File: src/hdl/gnms_pkg.sv
// Shared types, widths, codes and helpers for the greedy NMS box filter.
// Used by every module of the block but gnms_ram; depends on nothing.
package gnms_pkg;

  localparam int KEPT_DEPTH = 256;
  localparam int COORD_BITS = 16;
  localparam int CLASS_BITS = 8;

  localparam int SLOT_BITS  = (KEPT_DEPTH > 1) ? $clog2(KEPT_DEPTH) : 1;
  localparam int CNT_BITS   = $clog2(KEPT_DEPTH + 1);

  // configuration register and output field widths are fixed
  localparam int CFG_BITS       = 9;
  localparam int CFG_IDX_BITS   = 2;
  localparam int VERDICT_BITS   = 2;
  localparam int OUT_SLOT_BITS  = 8;
  localparam int OUT_COUNT_BITS = 9;
  localparam int CMP_BITS       = (CNT_BITS > CFG_BITS) ? CNT_BITS : CFG_BITS;

  localparam int AREA_BITS  = 2 * COORD_BITS;
  localparam int UNI_BITS   = AREA_BITS + 1;
  localparam int PROD_BITS  = UNI_BITS + CFG_BITS;
  localparam int ENTRY_BITS = CLASS_BITS + AREA_BITS + 4 * COORD_BITS;

  localparam logic [VERDICT_BITS-1:0] VERDICT_KEPT       = 2'd0;
  localparam logic [VERDICT_BITS-1:0] VERDICT_SUPPRESSED = 2'd1;
  localparam logic [VERDICT_BITS-1:0] VERDICT_DROPPED    = 2'd2;

  localparam logic [CFG_IDX_BITS-1:0] REG_IOU_LIMIT    = 2'd0;
  localparam logic [CFG_IDX_BITS-1:0] REG_MAX_KEPT     = 2'd1;
  localparam logic [CFG_IDX_BITS-1:0] REG_IGNORE_CLASS = 2'd2;

  localparam logic [CFG_BITS-1:0] IOU_LIMIT_RESET = 9'd179;
  localparam logic [CFG_BITS-1:0] MAX_KEPT_RESET  = 9'd256;

  typedef struct packed {
    logic                         frame_start;
    logic signed [COORD_BITS-1:0] box_left;
    logic signed [COORD_BITS-1:0] box_top;
    logic signed [COORD_BITS-1:0] box_right;
    logic signed [COORD_BITS-1:0] box_bottom;
    logic [CLASS_BITS-1:0]        box_class;
  } box_in_t;

  typedef struct packed {
    logic [VERDICT_BITS-1:0]   verdict;
    logic [OUT_SLOT_BITS-1:0]  kept_slot;
    logic [OUT_COUNT_BITS-1:0] kept_count;
  } box_out_t;

  typedef struct packed {
    logic load;
    logic issue;
    logic finish;
  } ctrl_cmd_t;

  typedef struct packed {
    logic at_limit;
    logic scan_done;
    logic pipe_empty;
  } ctrl_status_t;

  // positive side length, zero for empty or inverted spans
  function automatic logic [COORD_BITS-1:0] pos_len(
    input logic signed [COORD_BITS-1:0] hi,
    input logic signed [COORD_BITS-1:0] lo
  );
    logic signed [COORD_BITS:0] diff;
    diff = {hi[COORD_BITS-1], hi} - {lo[COORD_BITS-1], lo};
    if (diff > 0) begin
      return diff[COORD_BITS-1:0];
    end
    return '0;
  endfunction

endpackage

File: src/hdl/gnms_ctrl.sv
// Sequencer for the NMS filter: load, scan of the kept list, drain, finish.
// Depends on gnms_pkg for command and status structs.
module gnms_ctrl (
  input  logic                  clk,
  input  logic                  rst,
  input  logic                  start,
  output logic                  busy,
  input  gnms_pkg::ctrl_status_t status,
  output gnms_pkg::ctrl_cmd_t    cmd
);
  import gnms_pkg::*;

  localparam logic [2:0] ST_IDLE   = 3'd0;
  localparam logic [2:0] ST_PREP   = 3'd1;
  localparam logic [2:0] ST_SCAN   = 3'd2;
  localparam logic [2:0] ST_DRAIN  = 3'd3;
  localparam logic [2:0] ST_FINISH = 3'd4;

  logic [2:0] state;
  logic [2:0] state_next;

  always_comb begin
    state_next = state;
    cmd        = '0;
    case (state)
      ST_IDLE: begin
        if (start) begin
          cmd.load   = 1'b1;
          state_next = ST_PREP;
        end
      end
      ST_PREP: begin
        state_next = status.at_limit ? ST_FINISH : ST_SCAN;
      end
      ST_SCAN: begin
        if (status.scan_done) begin
          state_next = ST_DRAIN;
        end else begin
          cmd.issue = 1'b1;
        end
      end
      ST_DRAIN: begin
        if (status.pipe_empty) begin
          state_next = ST_FINISH;
        end
      end
      ST_FINISH: begin
        cmd.finish = 1'b1;
        state_next = ST_IDLE;
      end
      default: begin
        state_next = ST_IDLE;
      end
    endcase
  end

  always_ff @(posedge clk) begin
    if (rst) begin
      state <= ST_IDLE;
    end else begin
      state <= state_next;
    end
  end

  assign busy = rst | (state != ST_IDLE);

endmodule

File: config.mk
export PLATFORM = sky130hd
export DESIGN_NAME = gnms_ctrl
export DESIGN_NICKNAME = d
export VERILOG_FILES = /design/src/hdl/gnms_pkg.sv /design/src/hdl/gnms_ctrl.sv
export SDC_FILE = /design/constraint.sdc
export NUM_CORES = 1
export LEC_CHECK = 0
export ABC_AREA = 1
export BUFFER_PORTS_ARGS = -buffer_cell sky130_fd_sc_hd__buf_4
export CORE_AREA = 2 2 39 41
export DETAILED_ROUTE_END_ITERATION = 16
export DIE_AREA = 0 0 41 43
export PLACE_DENSITY = 0.4
export RECOVER_POWER = 25
export SLEW_MARGIN = 20
export SYNTH_ARGS = -nofsm -noshare
export SYNTH_HDL_FRONTEND = slang
export SYNTH_SLANG_ARGS = --single-unit
File: constraint.sdc
create_clock -name clk -period 3 [get_ports clk]
set_clock_uncertainty 0.15 [all_clocks]
set_input_delay 0.15 -clock clk [delete_from_list [all_inputs] [get_ports clk]]
set_output_delay 0.15 -clock clk [all_outputs]
set_load 0.05 [all_outputs]
==> impl_metrics.py, run 1 <==
metrics = {
    "final_layout": {
        "layout-drive-gt1-share_pct": 43.8,
        "syn2layout_area_growth_pct": 56.7,
        "top_regs": "state x3",
        "fin_cells": 64,
        "layout_common_cells": "11 x nor2_1, 9 x buf_4",
        "top_register": "state",
        "largest_reg_flops": 3,
        "final_common_cell": "nor2_1",
        "layout.nets": 55,
        "n_antenna_cell": 0,
    },
    "placement": {
        "place.gp.congestion": 0.668,
        "dp_hpwl_um": 401,
        "dp_cells": 59,
        "portBuffers": 9,
    },
    "detailed_routing": {
        "met1_length_um": 212,
        "vias": 234,
        "totalWireLength_um": 480,
        "drtPass1Iterations": 2,
        "top_layer_used": "met3",
        "viasPerCell": 3.66,
        "ant_nets": 0,
        "drcViolationCount": 0,
        "detail_route.wl_per_cell_um": 7.50,
        "drt_iter0_markers": 1,
        "met3WireLength_um": 30,
        "wl_met2_um": 238,
    },
    "logic_synthesis": {
        "avgSynthCellArea_sq_um": 6.29,
        "synth_area_leaders": "dfxtp_1 28%, nor2_1 18%, nand3_2 9.4%",
        "ys_seq_elements": 3,
        "yosysWarnings": 0,
        "ys_seq_area_share_pct": 28.1,
        "synth_area_sq_um": 214,
        "synth_cell_types": 14,
        "syn_inst": 34,
        "syn-num-nets": 40,
        "yosysTopAreaCellShare_pct": 28.1,
        "yosysTopAreaCell": "dfxtp_1",
    },
    "clock_tree": {
        "cts_root_buffer": "clkbuf_4",
        "post-cts-setup-buffer-count": 0,
        "clock_latency_ps": 230,
        "path_clk_slew_ps": 40,
        "cts_tree": "yes",
        "cts_made_buffers": 3,
        "cts.hold.buffers_added": 1,
        "h-tree-depth": 1,
        "clk_path_buf_depth": 2,
        "cts_resized": 0,
        "clock-sinks": 3,
    },
    "global_route": {
        "grt-ovfl-total": 0,
        "grt_pass1_vias": 216,
        "grt_first_pass_wirelength_um": 779,
        "grt_max_degree": 8,
        "antenna_found_initial": 0,
        "grt_use_total_pct": 6.52,
    },
    "timing": {
        "clock.fmax_ghz": 0.674,
        "tightestPinTransition_ps": 260,
        "period_needed_ps": 1480,
        "finalCritPeriodShare_pct": 49.4,
        "rsz0062_at_grt": "no",
        "hold_viol_final": 0,
        "timing.slew.headroom_pct": 82.6,
        "finalSetupTns_ps": 0,
        "setup_viol": 0,
        "drv_slew": 0,
        "holdWs_ps": 92.6,
    },
    "setup_path": {
        "cp-end-kind": "primary output",
        "worstPathCellList": "dlygate4sd3_1 -> buf_4 -> inv_1 -> nand3_1 -> buf_4",
        "crit_start": "rst",
        "critPathMaxStageDelay_ps": 530,
        "crit_end": "busy",
        "worstPathArrival_ps": 1180,
        "timing.rr.end": "state[0]$_SDFFE_PP0P_",
        "reg2reg_depth": 5,
        "cp.required_ps": 2700,
        "start_kind": "primary input",
        "cp_slowest_cell": "dlygate4sd3_1",
        "r2r_slack_ps": 1850,
        "setup.worst_path.class": "in -> out",
        "cp_max_fo": 3,
        "rr_startpoint": "state[0]$_SDFFE_PP0P_",
        "cpMostUsedCell": "buf_4",
    },
    "die": {
        "die_w_um": 41,
        "die-area_sq_mm": 0.00176,
        "io_pins": 10,
        "core_sq_mm": 0.00138,
        "die_h_um": 43,
        "fp-row-count": 14,
        "start_util_pct": 15.5,
    },
    "power_and_ir_drop": {
        "max-vdd-ir-drop_uv": 227,
        "power_density_mw_per_mm2": 831,
        "leakagePower_nw": 0.171,
    },
    "run": {
        "maxCapViolations": 0,
    },
    "min_path": {
        "hp-class": "in -> reg",
    },
    "run_status": {
        "run_status": "complete, no violations",
    },
}
[cell type report]
type                       count  area [sq um]
multi-input combinational     25           129
clock buffer                   4          26.3
sequential                     3          60.1
tap                           16          20.0
inverter                       6          22.5
fill                         164          1050
timing repair buffer          10          77.6
[Yosys cell counts (all sizes together)]
master	n
nor3	2
nand2	3
dfxtp	3
o21ai	2
nor4	1
nor2	13
nand3	4
inv	6
[worst min path at each step]
stage | slack, ps | cells after the start | to | from
5_1_grt | 120 | 3 | state[2]$_SDFFE_PP0P_ | status[2]
6_report | 90 | 3 | state[2]$_SDFFE_PP0P_ | status[2]
4_1_cts | 90 | 3 | state[2]$_SDFFE_PP0P_ | status[2]
3_5_place_dp | 180 | 2 | state[2]$_SDFFE_PP0P_ | rst
2_1_floorplan | 70 | 1 | state[2]$_SDFFE_PP0P_ | rst
3_3_place_gp | 180 | 2 | state[2]$_SDFFE_PP0P_ | rst
[metal layers]
layer | global-route usage [%] | vias up
li1 | - | 134
met1 | 7.69 | 96
met2 | 9.06 | 4
met3 | 3.14 | 0
met4 | 4.00 | 0
met5 | 0 | -
[per-stage QoR]
step | utilization (%) | power [W] | area (sq um) | setup WS (ps)
6_report | 24.2 | 0.000279 | 335 | 1520
5_1_grt | 24.2 | 0.000301 | 335 | 1470
4_1_cts | 24.4 | 0.000287 | 338 | 1510
3_5_place_dp | 21.8 | 0.000214 | 302 | 1790
3_3_place_gp | 21.8 | 0.000214 | 302 | 1790
2_1_floorplan | - | 0.000177 | 214 | 791
[critical path, delay by kind of cell]
family / cells / cell delay [ps]
AND/OR/NAND/NOR: 1 / 80
buffers and inverters: 4 / 960
[kinds of logic (layout without fill, tap and decap cells)]
| kind of cell | count (synthesis) | in the layout | share of synthesized area [%] |
|---|---|---|---|
| flops | 3 | 3 | 28.1 |
| compound gates | 2 | 2 | 4.67 |
| simple gates | 23 | 23 | 56.7 |
| buf+inv | 6 | 20 | 10.5 |
[power breakdown]
part | switching (W) | total (W) | internal, W
clock network | 0.0000196 | 0.0000693 | 0.0000498
logic | 0.0000899 | 0.000139 | 0.0000492
registers | 0.0000196 | 0.0000703 | 0.0000507
total | 0.000129 | 0.000279 | 0.000150
(Power assumes the default switching activity.)
==> run 2: changes to the inputs <==
ABC_AREA = 0   (was 1)
PLACE_DENSITY = 0.37   (was 0.4)
clock period = 1.5 ns   (was 3 ns; I/O delays follow)
==> impl_metrics.py, run 2 <==
metrics = {
    "clock_tree": {
        "path_clk_slew_ps": 40,
        "cts_made_buffers": 3,
        "h-tree-depth": 1,
        "cts_root_buffer": "clkbuf_4",
        "clock-sinks": 3,
        "clock_latency_ps": 240,
        "clk_path_buf_depth": 2,
        "cts_tree": "yes",
    },
    "setup_path": {
        "r2r_slack_ps": 130,
        "setup.worst_path.class": "reg -> out",
        "start_kind": "register",
        "rr_startpoint": "state[2]$_SDFFE_PP0P_",
        "reg2reg_depth": 3,
        "path_delay_family": "simple AND/OR/NAND/NOR gates",
        "cp.required_ps": 1270,
        "critPathMaxStageDelay_ps": 330,
        "cp_max_fo": 2,
        "timing.rr.end": "state[0]$_SDFFE_PP0P_",
        "critPathBufInv": 1,
        "worstPathCellList": "or2_4 -> or3_4 -> buf_8",
        "cp_slowest_cell": "dfxtp_4",
        "cp-end-kind": "primary output",
        "worstPathArrival_ps": 1280,
    },
    "final_layout": {
        "final_common_cell": "buf_4",
        "top_regs": "state x3",
        "n_antenna_cell": 0,
        "largest_reg_flops": 3,
        "fillCellCount": 155,
        "register_area_sq_um": 63.8,
        "multiInputGateArea_sq_um": 126,
        "layout_common_cells": "10 x buf_4, 3 x clkbuf_4, 3 x dlygate4sd3_1, 2 x nor4b_2, 2 x dfxtp_1",
        "utilization_pct": 25.8,
        "fin_cells": 50,
        "syn2layout_area_growth_pct": 107,
        "top_register": "state",
        "layout.nets": 41,
        "layout-drive-gt1-share_pct": 61.8,
    },
    "placement": {
        "dp_hpwl_um": 358,
        "portBuffers": 9,
        "dp_cells": 41,
        "place.gp.congestion": 0.612,
    },
    "logic_synthesis": {
        "syn-num-nets": 23,
        "yosysTopAreaCellShare_pct": 34.8,
        "synth_cell_types": 13,
        "synth_area_sq_um": 173,
        "yosysWarnings": 0,
        "yosysTopAreaCell": "dfxtp_1",
        "yosys.cell_count.top_type": "dfxtp_1",
        "synth_area_leaders": "dfxtp_1 35%, nor4b_1 10%, nor3b_1 8.7%",
        "ys_seq_elements": 3,
        "synth_common_cells": "3 x dfxtp_1, 2 x nor3b_1, 2 x nor4b_1",
        "avgSynthCellArea_sq_um": 10.2,
        "syn_inst": 17,
        "synthArstFlopShare_pct": 0,
        "synth-edff-count": 0,
        "synth-main-ff-cell": "dfxtp_1",
        "ys_seq_area_share_pct": 34.8,
    },
    "timing": {
        "tightestPinTransition_ps": 338,
        "finalCritPeriodShare_pct": 101,
        "holdWs_ps": 43.9,
        "hold_viol_final": 0,
        "finalSetupTns_ps": -8.80,
        "drv_slew": 0,
        "setup_viol": 1,
        "rsz0062_at_grt": "yes",
        "setup_ws_ps": -8.80,
        "period_needed_ps": 1510,
        "clock.fmax_ghz": 0.663,
        "timing.slew.headroom_pct": 77.4,
    },
    "die": {
        "start_util_pct": 12.5,
        "die_w_um": 41,
        "io_pins": 10,
        "fp-row-count": 14,
        "die_h_um": 43,
        "die-area_sq_mm": 0.00176,
        "core_sq_mm": 0.00138,
    },
    "detailed_routing": {
        "drt_iter0_markers": 0,
        "drtPass1Iterations": 1,
        "ant_nets": 0,
        "viasPerCell": 4.10,
        "vias": 205,
        "drcViolationCount": 0,
        "totalWireLength_um": 532,
        "detail_route.wl_per_cell_um": 10.6,
    },
    "global_route": {
        "grt-ovfl-total": 0,
        "grt_first_pass_wirelength_um": 848,
        "grt_use_total_pct": 7.43,
        "met3_usage_pct": 1.57,
        "grt_max_degree": 10,
        "grt_pass1_vias": 217,
        "met1_usage_pct": 7.40,
        "met2_usage_pct": 11.3,
        "antenna_found_initial": 0,
        "top_usage_layer": "met2",
    },
    "power_and_ir_drop": {
        "leakagePower_nw": 0.147,
        "power_density_mw_per_mm2": 939,
        "p_total_w": 0.000335,
        "max-vdd-ir-drop_uv": 168,
    },
    "run_status": {
        "run_status": "finished, violations left",
        "violations": "setup timing",
    },
    "min_path": {
        "holdPathStages": 3,
        "hold-path-endpoint": "state[0]$_SDFFE_PP0P_",
        "hold_start": "status[1]",
        "hp-class": "in -> reg",
    },
    "run": {
        "maxCapViolations": 0,
    },
}
-- run 2: cell count changes after synthesis, moves of 2 or more --
cell | before | now
nor2_2 | 3 | 0
nor4b_1 | 0 | 2
inv_2 | 3 | 0
nand3_1 | 2 | 0
inv_1 | 3 | 0
nand3_2 | 2 | 0
nor2_1 | 10 | 1
nor3b_1 | 0 | 2
nand2_1 | 2 | 0
-- run 2: worst max path at each step --
stage	startpoint	end	depth (start not counted)
global route	state[2]$_SDFFE_PP0P_	busy	3
CTS	state[2]$_SDFFE_PP0P_	busy	3
detailed placement	state[2]$_SDFFE_PP0P_	busy	3
floorplan	state[1]$_SDFFE_PP0P_	cmd[1]	1
global placement	state[2]$_SDFFE_PP0P_	busy	3
finish	state[2]$_SDFFE_PP0P_	busy	3
-- run 2: cell type report --
| cell class | instances | area share (%) |
|---|---|---|
| well taps | 16 | 5.61 |
| flip-flops and latches | 3 | 17.9 |
| clock buffers | 4 | 7.37 |
| repair buffers | 14 | 33.7 |
| multi-input cells | 13 | 35.4 |
-- run 2: layer usage --
| metal | share of wire, % | vias to the layer above |
|---|---|---|
| met5 | 0 | - |
| met4 | 0 | 0 |
| met2 | 65 | 0 |
| li1 | - | 101 |
| met3 | 0 | 0 |
| met1 | 35 | 104 |
-- run 2: repair_timing --
| action | in CTS | in global routing |
|---|---|---|
| hold endpoints to repair | 2 | 0 |
| gates resized for setup | 4 | 2 |
| setup endpoints to repair | 1 | 1 |
| pin swaps | 2 | 1 |
| setup buffers | 2 | 0 |
| hold buffers | 3 | 0 |
| cloned | 0 | 0 |
-- run 2: worst register-to-register path, delay by kind of cell, from the launching register on --
family          cells  cell delay, ps
compound gates      1             140
simple gates        1             510
flops               1             330
buf+inv             1             140
-- run 2: power breakdown --
group / internal, W / switching (W)
sequential: 0.0000843 / 0.0000114
clock: 0.0000999 / 0.0000443
combinational: 0.0000490 / 0.0000460
total: 0.000233 / 0.000102
-- run 2: cells by family after synthesis --
group                  share of synthesized area (%)
and+or+nand+nor                                 39.1
buffers and inverters                           6.52
muxes                                           5.80
AOI/OAI and AO/OA                               13.8
DFF                                             34.8
-- run 2: through the flow --
step	instance area (sq um)	worst slack [ps]
2_1_floorplan	190	-101
3_3_place_gp	267	151
3_5_place_dp	267	140
4_1_cts	348	-47.6
5_1_grt	357	-39.5
6_report	357	-8.80
==> run 3: changes to the inputs <==
CORE_AREA = 8 8 45 47   (was 2 2 39 41)
DIE_AREA = 0 0 53 55   (was 0 0 41 43)
==> impl_metrics.py, run 3 (synthesized netlist as in run 2, its figures left out) <==
metrics = {
    "setup_path": {
        "worstPathArrival_ps": 1290,
        "cp_slowest_cell": "dfxtp_2",
        "cp_max_fo": 5,
        "path_delay_family": "simple AND/OR/NAND/NOR gates",
        "cp-end-kind": "primary output",
        "start_kind": "register",
        "cp.required_ps": 1270,
        "setup.worst_path.class": "reg -> out",
        "critPathMaxStageDelay_ps": 330,
        "worstPathCellList": "or2_4 -> or3_4 -> buf_6",
        "critPathBufInv": 1,
    },
    "global_route": {
        "antenna_found_initial": 0,
        "grt_max_degree": 10,
        "grt_first_pass_wirelength_um": 1010,
        "grt_pass1_vias": 227,
        "grt-ovfl-total": 0,
        "grt_use_total_pct": 5.08,
    },
    "final_layout": {
        "n_antenna_cell": 0,
        "layout_common_cells": "9 x buf_4, 3 x clkbuf_4, 3 x dlygate4sd3_1, 2 x nor4b_2, 2 x dfxtp_2",
        "syn2layout_area_growth_pct": 99.3,
        "layout-drive-gt1-share_pct": 63.6,
        "largest_reg_flops": 3,
        "top_regs": "state x3",
        "final_common_cell": "buf_4",
        "top_register": "state",
        "layout.nets": 40,
    },
    "clock_tree": {
        "clk_path_buf_depth": 2,
        "clock-sinks": 3,
        "h-tree-depth": 1,
        "cts_root_buffer": "clkbuf_4",
        "clock_latency_ps": 240,
        "cts_tree": "yes",
        "cts_made_buffers": 3,
        "path_clk_slew_ps": 40,
    },
    "detailed_routing": {
        "viasPerCell": 4.16,
        "vias": 204,
        "drt_iter0_markers": 2,
        "detail_route.wl_per_cell_um": 11.3,
        "drtPass1Iterations": 4,
        "drcViolationCount": 0,
        "totalWireLength_um": 552,
        "ant_nets": 0,
    },
    "run": {
        "maxCapViolations": 0,
    },
    "timing": {
        "tightestPinTransition_ps": 325,
        "clock.fmax_ghz": 0.659,
        "hold_viol_final": 0,
        "setup_ws_ps": -17.4,
        "setup_viol": 1,
        "finalSetupTns_ps": -17.4,
        "finalCritPeriodShare_pct": 101,
        "timing.slew.headroom_pct": 78.3,
        "period_needed_ps": 1520,
        "drv_slew": 0,
        "rsz0062_at_grt": "yes",
    },
    "power_and_ir_drop": {
        "max-vdd-ir-drop_uv": 294,
        "power_density_mw_per_mm2": 978,
        "leakagePower_nw": 0.140,
    },
    "die": {
        "io_pins": 10,
        "die_w_um": 53,
        "die_h_um": 55,
        "die-area_sq_mm": 0.00292,
        "core_sq_mm": 0.00138,
        "start_util_pct": 12.5,
        "fp-row-count": 14,
    },
    "run_status": {
        "run_status": "finished, violations left",
        "violations": "setup timing",
    },
    "placement": {
        "place.gp.congestion": 0.723,
        "portBuffers": 9,
        "preCtsSetupSlack_ps": 151,
    },
    "min_path": {
        "hp-class": "in -> reg",
    },
}
## run 3: cell count changes in the layout (fill, tap and decap cells not counted)
cell,before,now
buf_4,10,9
dfxtp_1,2,1
buf_6,0,1
dfxtp_4,1,0
dfxtp_2,0,2
buf_8,1,0
## run 3: worst register-to-register path, cell delays in order (launching register included)
cell     delay, ps
dfxtp_1        390
or4b_1         520
o32ai_1        120
## run 3: routing by layer
layer  track usage [%]  wire, um  up-vias
li1                  -         -       97
met1              3.79       155       99
met2              8.59       369        6
met3              1.60        17        2
met4              7.76         8        0
met5                 0         0        -
## run 3: final cells by class
type                            count  area (sq um)
Clock buffer                        4          26.3
Fill cell                         152          1040
Multi-Input combinational cell     13           126
Sequential cell                     3          62.6
Tap cell                           16          20.0
Timing Repair Buffer               13           109
## run 3: what timing repair did
action,in CTS,in global routing
endpoints found under the hold margin,2,0
setup endpoints to repair,1,2
pin swaps,1,0
gates resized for setup,2,3
hold buffers,3,0
buffers inserted,1,0
## run 3: worst paths after layout
kind                          from                    end  slack, ps  depth (start not counted)
max reg2reg  state[0]$_SDFFE_PP0P_  state[0]$_SDFFE_PP0P_        220                          2
min                      status[1]  state[0]$_SDFFE_PP0P_         20                          3
min reg2reg  state[1]$_SDFFE_PP0P_  state[0]$_SDFFE_PP0P_        360                          1
max          state[2]$_SDFFE_PP0P_                   busy        -20                          3
## run 3: where the power goes
| group | switching [W] | internal [W] | leakage, nW |
|---|---|---|---|
| registers | 0.0000117 | 0.0000859 | 0.0255 |
| clock network | 0.0000490 | 0.000100 | 0.0150 |
| logic | 0.0000442 | 0.0000456 | 0.0997 |
| total | 0.000105 | 0.000232 | 0.140 |
## run 3: per-stage QoR
step / util, % / power (W) / cells / hold slack [ps] / area [sq um]
final: 24.9 / 0.000336 / 49 / 16.4 / 344
after detailed placement: 19.3 / 0.000173 / 41 / 209 / 267
after CTS: 24.2 / 0.000336 / 49 / 10.0 / 335
after global placement: 19.3 / 0.000174 / 41 / 220 / 267
after floorplan: - / 0.000150 / 17 / 104 / 190
after global routing: 24.9 / 0.000361 / 49 / 33.5 / 344
